==> src/assert_macros.svh <==
// Assertion macros shared by the sharpen filter RTL.
// Uses clk and rst_n of the including module; no other dependencies.
`ifndef ASSERT_MACROS_SVH
`define ASSERT_MACROS_SVH

// Property that must hold at every clock edge outside reset.
`define SHP_ASSERT(label, prop, msg) \
  label: assert property (@(posedge clk) disable iff (!rst_n) (prop)) else $error(msg);

// Antecedent implies consequent in the same cycle.
`define SHP_ASSERT_IMPL(label, ante, cons, msg) \
  label: assert property (@(posedge clk) disable iff (!rst_n) (ante) |-> (cons)) \
    else $error(msg);

`endif

==> src/sharp3_pkg.sv <==
// Package for the 3x3 sharpen filter: defaults, register indexes, shared types.
// No dependencies.
`timescale 1ns / 1ps
`default_nettype none

package sharp3_pkg;

  localparam int DEF_MAX_WIDTH  = 2048;
  localparam int DEF_PIXEL_BITS = 16;

  localparam int CFG_IDX_BITS  = 2;
  localparam int CFG_DATA_BITS = 12;

  localparam logic [CFG_IDX_BITS-1:0] CFG_IMAGE_WIDTH  = 2'd0;
  localparam logic [CFG_IDX_BITS-1:0] CFG_IMAGE_HEIGHT = 2'd1;

  localparam logic [CFG_DATA_BITS-1:0] RST_IMAGE_WIDTH  = 12'd1920;
  localparam logic [CFG_DATA_BITS-1:0] RST_IMAGE_HEIGHT = 12'd1080;

  // result queue depth; covers the two pipeline stages plus output slack
  localparam int OUT_FIFO_DEPTH = 4;

  typedef struct packed {
    logic rd_en;
    logic wr_en;
  } line_ctl_t;

endpackage

`default_nettype wire

==> src/sharp3_out_fifo.sv <==
// Small result queue in front of the output port.
// Depends on sharp3_pkg only for the shared import convention.
`timescale 1ns / 1ps
`default_nettype none

module sharp3_out_fifo #(
  parameter int WIDTH = 22,
  parameter int DEPTH = 4
) (
  input  wire                          clk,
  input  wire                          rst_n,
  input  wire                          push,
  input  wire  [WIDTH-1:0]             din,
  input  wire                          pop_ready,
  output logic                         dout_valid,
  output logic [WIDTH-1:0]             dout,
  output logic [$clog2(DEPTH+1)-1:0]   count
);
  import sharp3_pkg::*;

  localparam int PW = $clog2(DEPTH);
  localparam int CNTW = $clog2(DEPTH+1);

  logic [WIDTH-1:0] slot_r [DEPTH];
  logic [PW-1:0]    wr_ptr_r, wr_ptr_nxt;
  logic [PW-1:0]    rd_ptr_r, rd_ptr_nxt;
  logic [CNTW-1:0]  cnt_r, cnt_nxt;
  logic             pop;

  assign dout_valid = (cnt_r != '0);
  assign dout       = slot_r[rd_ptr_r];
  assign count      = cnt_r;
  assign pop        = dout_valid && pop_ready;

  always_comb begin
    wr_ptr_nxt = wr_ptr_r;
    rd_ptr_nxt = rd_ptr_r;
    cnt_nxt    = cnt_r;
    if (push) begin
      wr_ptr_nxt = (32'(wr_ptr_r) == DEPTH - 1) ? '0 : wr_ptr_r + PW'(1);
    end
    if (pop) begin
      rd_ptr_nxt = (32'(rd_ptr_r) == DEPTH - 1) ? '0 : rd_ptr_r + PW'(1);
    end
    if (push && !pop) begin
      cnt_nxt = cnt_r + CNTW'(1);
    end else if (pop && !push) begin
      cnt_nxt = cnt_r - CNTW'(1);
    end
  end

  always_ff @(posedge clk) begin
    if (!rst_n) begin
      wr_ptr_r <= '0;
      rd_ptr_r <= '0;
      cnt_r    <= '0;
    end else begin
      wr_ptr_r <= wr_ptr_nxt;
      rd_ptr_r <= rd_ptr_nxt;
      cnt_r    <= cnt_nxt;
    end
  end

  always_ff @(posedge clk) begin
    if (push) begin
      slot_r[wr_ptr_r] <= din;
    end
  end

endmodule

`default_nettype wire
==> config.mk <==
export PLATFORM = sky130hd
export DESIGN_NAME = sharp3_out_fifo
export DESIGN_NICKNAME = d
export VERILOG_FILES = /design/src/assert_macros.svh /design/src/sharp3_pkg.sv /design/src/sharp3_out_fifo.sv
export SDC_FILE = /design/constraint.sdc
export NUM_CORES = 1
export LEC_CHECK = 0
export BUFFER_PORTS_ARGS = -buffer_cell sky130_fd_sc_hd__buf_2
export CORE_MARGIN = 2
export CORE_UTILIZATION = 60
export DETAILED_ROUTE_END_ITERATION = 16
export PLACE_DENSITY = 0.83
export SYNTH_ARGS = -nofsm -noshare
export SYNTH_HDL_FRONTEND = slang
export SYNTH_SLANG_ARGS = --single-unit
==> constraint.sdc <==
create_clock -name clk -period 6 [get_ports clk]
set_input_delay 0 -clock clk [delete_from_list [all_inputs] [get_ports clk]]
set_output_delay 0 -clock clk [all_outputs]
set_load 0.005 [all_outputs]
==> metrics, run 1 <==
Via Count=1800; Crit-path slowest cell=o31ai_2; commonest non-fill, non-tap cells in the layout=edfxtp_1 (88), buf_2 (51), dlygate4sd3_1 (23); Yosys top cell by area=edfxtp_1; post-CTS setup buffers=0; crit path cell chain=o31ai_2 > ha_1 > inv_1 > fa_1 > xor2_1 > or3_1 > a21boi_0; HPWL Detailed=3570 um; WP data arrival=2.48 ns; wire per inst=19.6 um; FP Rows=28; drt total wl=6270 um; DR vias/cell=5.63; Clock Sinks=97; slowest stage delay, CP=0.41 ns; placer congestion estimate=0.747; Ports=52; Global Route Usage Sum=0.204; Util after Layout=0.746; DRC viols=0; Leak Pwr=1.54 nW; first-pass GRT wire length=9340 um; syn nets=192; Setup TNS Final=0 ns; CTS H-tree depth=3; Final #Nets=273; vias in the first global route=1907; largest fanout on the critical path=5; die span in x=81.8 um; Final Hold Viols=0; Yosys top cell area share=0.727; TritonCTS clock tree=done; clock skew=0.00439 ns; commonest non-fill, non-tap cell in the layout=edfxtp_1; Tmin final=2.21 ns; initial DRC count=122; outcome=completed; cts bufs inserted=9; Layout Area Growth over Synthesis=20.9%; CP Capture Type=flip-flop; Initial Util=0.618; final setup margin=3.79 ns; CP delay by family, top=adder cells; clock root cell=clkbuf_8; Final setup viols=0; Startpoint Class=flip-flop; Seq cells post-synth=97; Slew @ Worst Pin=1.19 ns; DIE HEIGHT=81.8 um; pin count of the biggest net entering global routing=23; synth warn=0; Worst Setup Path Type=flip-flop to flip-flop; total gr overflow=0; Max Freq=0.453 GHz; clk_lat worst skew=0.35 ns; clock buffer depth=2; synthesized instance count=159; antenna-violating nets left=0; Synth area leaders=edfxtp_1 (73%), mux4_2 (12%), dfxtp_1 (5.0%); post-CTS resize count=0; initial antenna violation count=0; Detailed Routing Iterations Pass 1=4; maximum VDD drop=0.295 mV; Seq/Total Area, Yosys=0.777; P per Cell Area=356 nW/um^2; hold crit path type=input port to flip-flop; Antenna Diode Count=0; Core Box Area=5890 sq um; clk slew on worst S/H paths=0.08 ns; CP Data Required Time=6.28 ns; Final Power=1.57 mW; max_slew headroom=0.205; Syn Area/Cell=22.9 sq um; CP bufs+invs=1; Post-Syn Area=3630 sq um; share of cells above drive strength 1=0.355; distinct cell type count after synthesis=21; Final Max Tran Viols=0; pre-CTS setup slack=3.81 ns; flop-to-flop setup slack=3.79 ns; RSZ-0062 raised after global routing=no; final period utilization=0.368; Die Area=6700 sq um; Buffers on Ports=51; max-cap violations=0
synthesized netlist by cell type:
cell type	instances
edfxtp_1	88
mux4_2	20
dfxtp_1	9
ha_1	6
and2_1	5
inv_1	3
mux2i_1	3
nor2b_1	3
o21ai_0	3
buf_2	2
buf_6	2
mux4_1	2
nand2_1	2
nand3_1	2
nor2_1	2
or3_1	2
a21boi_0	1
fa_1	1
o31ai_2	1
xnor2_1	1
xor2_1	1
routing by layer:
| metal | vias to the layer above | part of all wire | global-route usage | wire length [um] |
|---|---|---|---|---|
| met5 | - | 0 | 0 | 0 |
| met1 | 899 | 0.38 | 0.235 | 2390 |
| met2 | 74 | 0.53 | 0.349 | 3350 |
| met4 | 0 | 0.023 | 0.117 | 145 |
| li1 | 814 | - | - | - |
| met3 | 13 | 0.061 | 0.0484 | 384 |
through the flow:
step / hold WS (ns) / instance area [sq um] / cells
6_report: 0.0216 / 4390 / 320
5_1_grt: 0.0263 / 4390 / 320
4_1_cts: 0.0150 / 4390 / 320
3_5_place_dp: 0.215 / 3950 / 281
3_3_place_gp: 0.213 / 3950 / 281
2_1_floorplan: 0.0989 / 3630 / 159
cell type report:
class | instances | area, sq um
flip-flops and latches | 97 | 2820
repair buffers | 74 | 485
clock buffers | 10 | 128
fillers | 335 | 1490
clock inverters | 6 | 82.6
multi-input cells | 55 | 768
inverters | 3 | 11.3
well taps | 75 | 93.8
sequential cells by signal, indices dropped and copies added, names as in the netlist, named ones only:
name	flops
rd_ptr_r	2
wr_ptr_r	2
slot_r	88
count	3
report_power, final:
part           internal (mW)  leakage (nW)  switching (mW)
Sequential             0.782         0.883          0.0673
Clock                  0.233         0.108           0.203
Combinational          0.178         0.553           0.101
Total                   1.19          1.54           0.372
worst paths after layout:
kind / startpoint / end / cells past startpoint
max: count[1] / count[2] / 7
min: push / wr_ptr_r[0] / 3
max reg2reg: count[1] / count[2] / 7
min reg2reg: count[2] / count[2] / 2
what timing repair did:
item,4_1_cts,5_1_grt
hold buffers,23,0
setup endpoints to repair,0,0
hold endpoints to repair,93,0
cells by family after synthesis:
group           Yosys count  synth area share
xor+xnor                  2           0.00482
simple gates             16            0.0241
mux                      25             0.147
compound gates            5           0.00964
buf+inv                   7            0.0120
fa+ha+maj                 7            0.0262
flops                    97             0.777
worst min-delay path: stages:
cell and delay, ns:
buf_2 0.15, mux2i_1 0.09, nor2b_1 0.09
Note: power is estimated with default switching activity, not from simulation.
==> inputs of run 2 (changes only) <==
CORE_UTILIZATION = 56   (was 60)
PLACE_DENSITY = 0.78   (was 0.83)
clock period = 2.1 ns   (was 6 ns; I/O delays follow)
==> metrics, run 2 (same netlist as run 1, synthesis figures left out) <==
initial DRC count=122; Final Power=4.44 mW; commonest non-fill, non-tap cells in the layout=edfxtp_1 (88), buf_2 (51), dlygate4sd3_1 (23); placer congestion estimate=0.700; clock skew=0.0105 ns; Slew @ Worst Pin=0.463 ns; Global Route Usage Sum=0.167; Ports=52; crit path cell chain=o31ai_2 > ha_2 > inv_1 > fa_1 > xor2_1 > or3_1 > a21boi_0; # placed instances=292; Detailed Routing Iterations Pass 1=4; DIE HEIGHT=84.6 um; maximum VDD drop=0.609 mV; # fillers=413; max FFs per register=88; clk_lat worst skew=0.35 ns; CP Capture Type=flip-flop; Core Box Area=6310 sq um; CP delay by family, top=adder cells; placed inst area=4050 sq um; Initial Util=0.576; Layout Area Growth over Synthesis=23.4%; clock buffer depth=2; FP Rows=29; TritonCTS clock tree=done; antenna-violating nets left=0; Buffers on Ports=51; outcome=completed; Max Freq=0.499 GHz; share of cells above drive strength 1=0.388; vias in the first global route=1824; largest fanout on the critical path=5; Final #Nets=283; DRC viols=0; post-route cell area=4480 sq um; RSZ-0062 raised after global routing=no; CP Data Required Time=2.36 ns; Startpoint Class=flip-flop; Tmin final=2.00 ns; Clock Sinks=97; Die Area=7150 sq um; first-pass GRT wire length=8870 um; clk slew on worst S/H paths=0.09 ns; Antenna Diode Count=0; Worst Setup Path Type=flip-flop to flip-flop; final period utilization=0.954; drt total wl=5620 um; wire per inst=16.9 um; clock root cell=clkbuf_8; Final Max Tran Viols=0; Final setup viols=0; cts bufs inserted=9; HPWL Detailed=3500 um; initial antenna violation count=0; total gr overflow=0; Top reg by flops=slot_r; commonest non-fill, non-tap cell in the layout=edfxtp_1; WP data arrival=2.27 ns; pin count of the biggest net entering global routing=23; hold crit path type=input port to flip-flop; max_slew headroom=0.691; Leak Pwr=1.59 nW; max-cap violations=0; final non-filler cell total=332; CP bufs+invs=1; DR vias/cell=5.36; Setup TNS Final=0 ns; Final Hold Viols=0; Via Count=1779; slowest stage delay, CP=0.38 ns; P per Cell Area=990 nW/um^2; die span in x=84.6 um; CTS H-tree depth=3; Crit-path slowest cell=fa_1
run 2: cell types whose count changed in the layout (fill, tap and decap cells not counted), moves of 2 or more:
cell and change:
buf_12 +2, clkinv_2 -2, buf_4 +8, clkinv_4 +2
run 2: final timing paths:
| check | cells past startpoint | start | slack, ns | end |
|---|---|---|---|---|
| hold reg to reg | 2 | rd_ptr_r[0] | 0.56 | flip-flop |
| hold / removal | 3 | push | 0.05 | wr_ptr_r[0] |
| setup / recovery | 7 | count[1] | 0.1 | count[2] |
| setup reg to reg | 7 | count[1] | 0.1 | count[2] |
run 2: final cells by class:
cell class	instances	area, sq um	share of cell area
sequential	97	2830	0.630
multi-input combinational	55	771	0.172
timing repair buffer	84	586	0.131
clock buffer	9	124	0.0276
tap	77	96.3	0.0215
clock inverter	7	71.3	0.0159
inverter	3	11.3	0.00251
run 2: worst register-to-register path: stages, from the launching register on:
cell and delay (ns):
dfxtp_2 0.36, o31ai_2 0.26, ha_2 0.22, inv_1 0.05, fa_1 0.38, xor2_1 0.18, or3_1 0.31, a21boi_0 0.17
run 2: per-layer routing:
metal / vias to the layer above / global-route usage / share of wire / wire length, um
li1: 833 / - / - / -
met1: 896 / 0.211 / 0.42 / 2350
met2: 43 / 0.276 / 0.51 / 2870
met3: 7 / 0.0629 / 0.061 / 342
met4: 0 / 0.0476 / 0.010 / 56
met5: - / 0 / 0 / 0
run 2: what timing repair did:
| item | CTS | global route |
|---|---|---|
| hold buffers | 23 | 0 |
| hold endpoints to repair | 93 | 0 |
| endpoints found under the setup margin | 0 | 1 |
| resized for setup | 0 | 2 |
| buffers inserted | 0 | 1 |
run 2: where the power goes:
part	internal [mW]	switching [mW]
sequential	2.23	0.0827
clock	0.548	0.593
combinational	0.577	0.403
total	3.36	1.08
run 2: through the flow:
stage	hold WS (ns)	utilization	setup slack [ns]
3_3_place_gp	0.213	0.641	0.153
6_report	0.0538	0.710	0.0973
2_1_floorplan	0.0989	-	0.0857
4_1_cts	0.0422	0.708	0.0412
5_1_grt	0.0492	0.710	0.00540
3_5_place_dp	0.214	0.641	0.0695
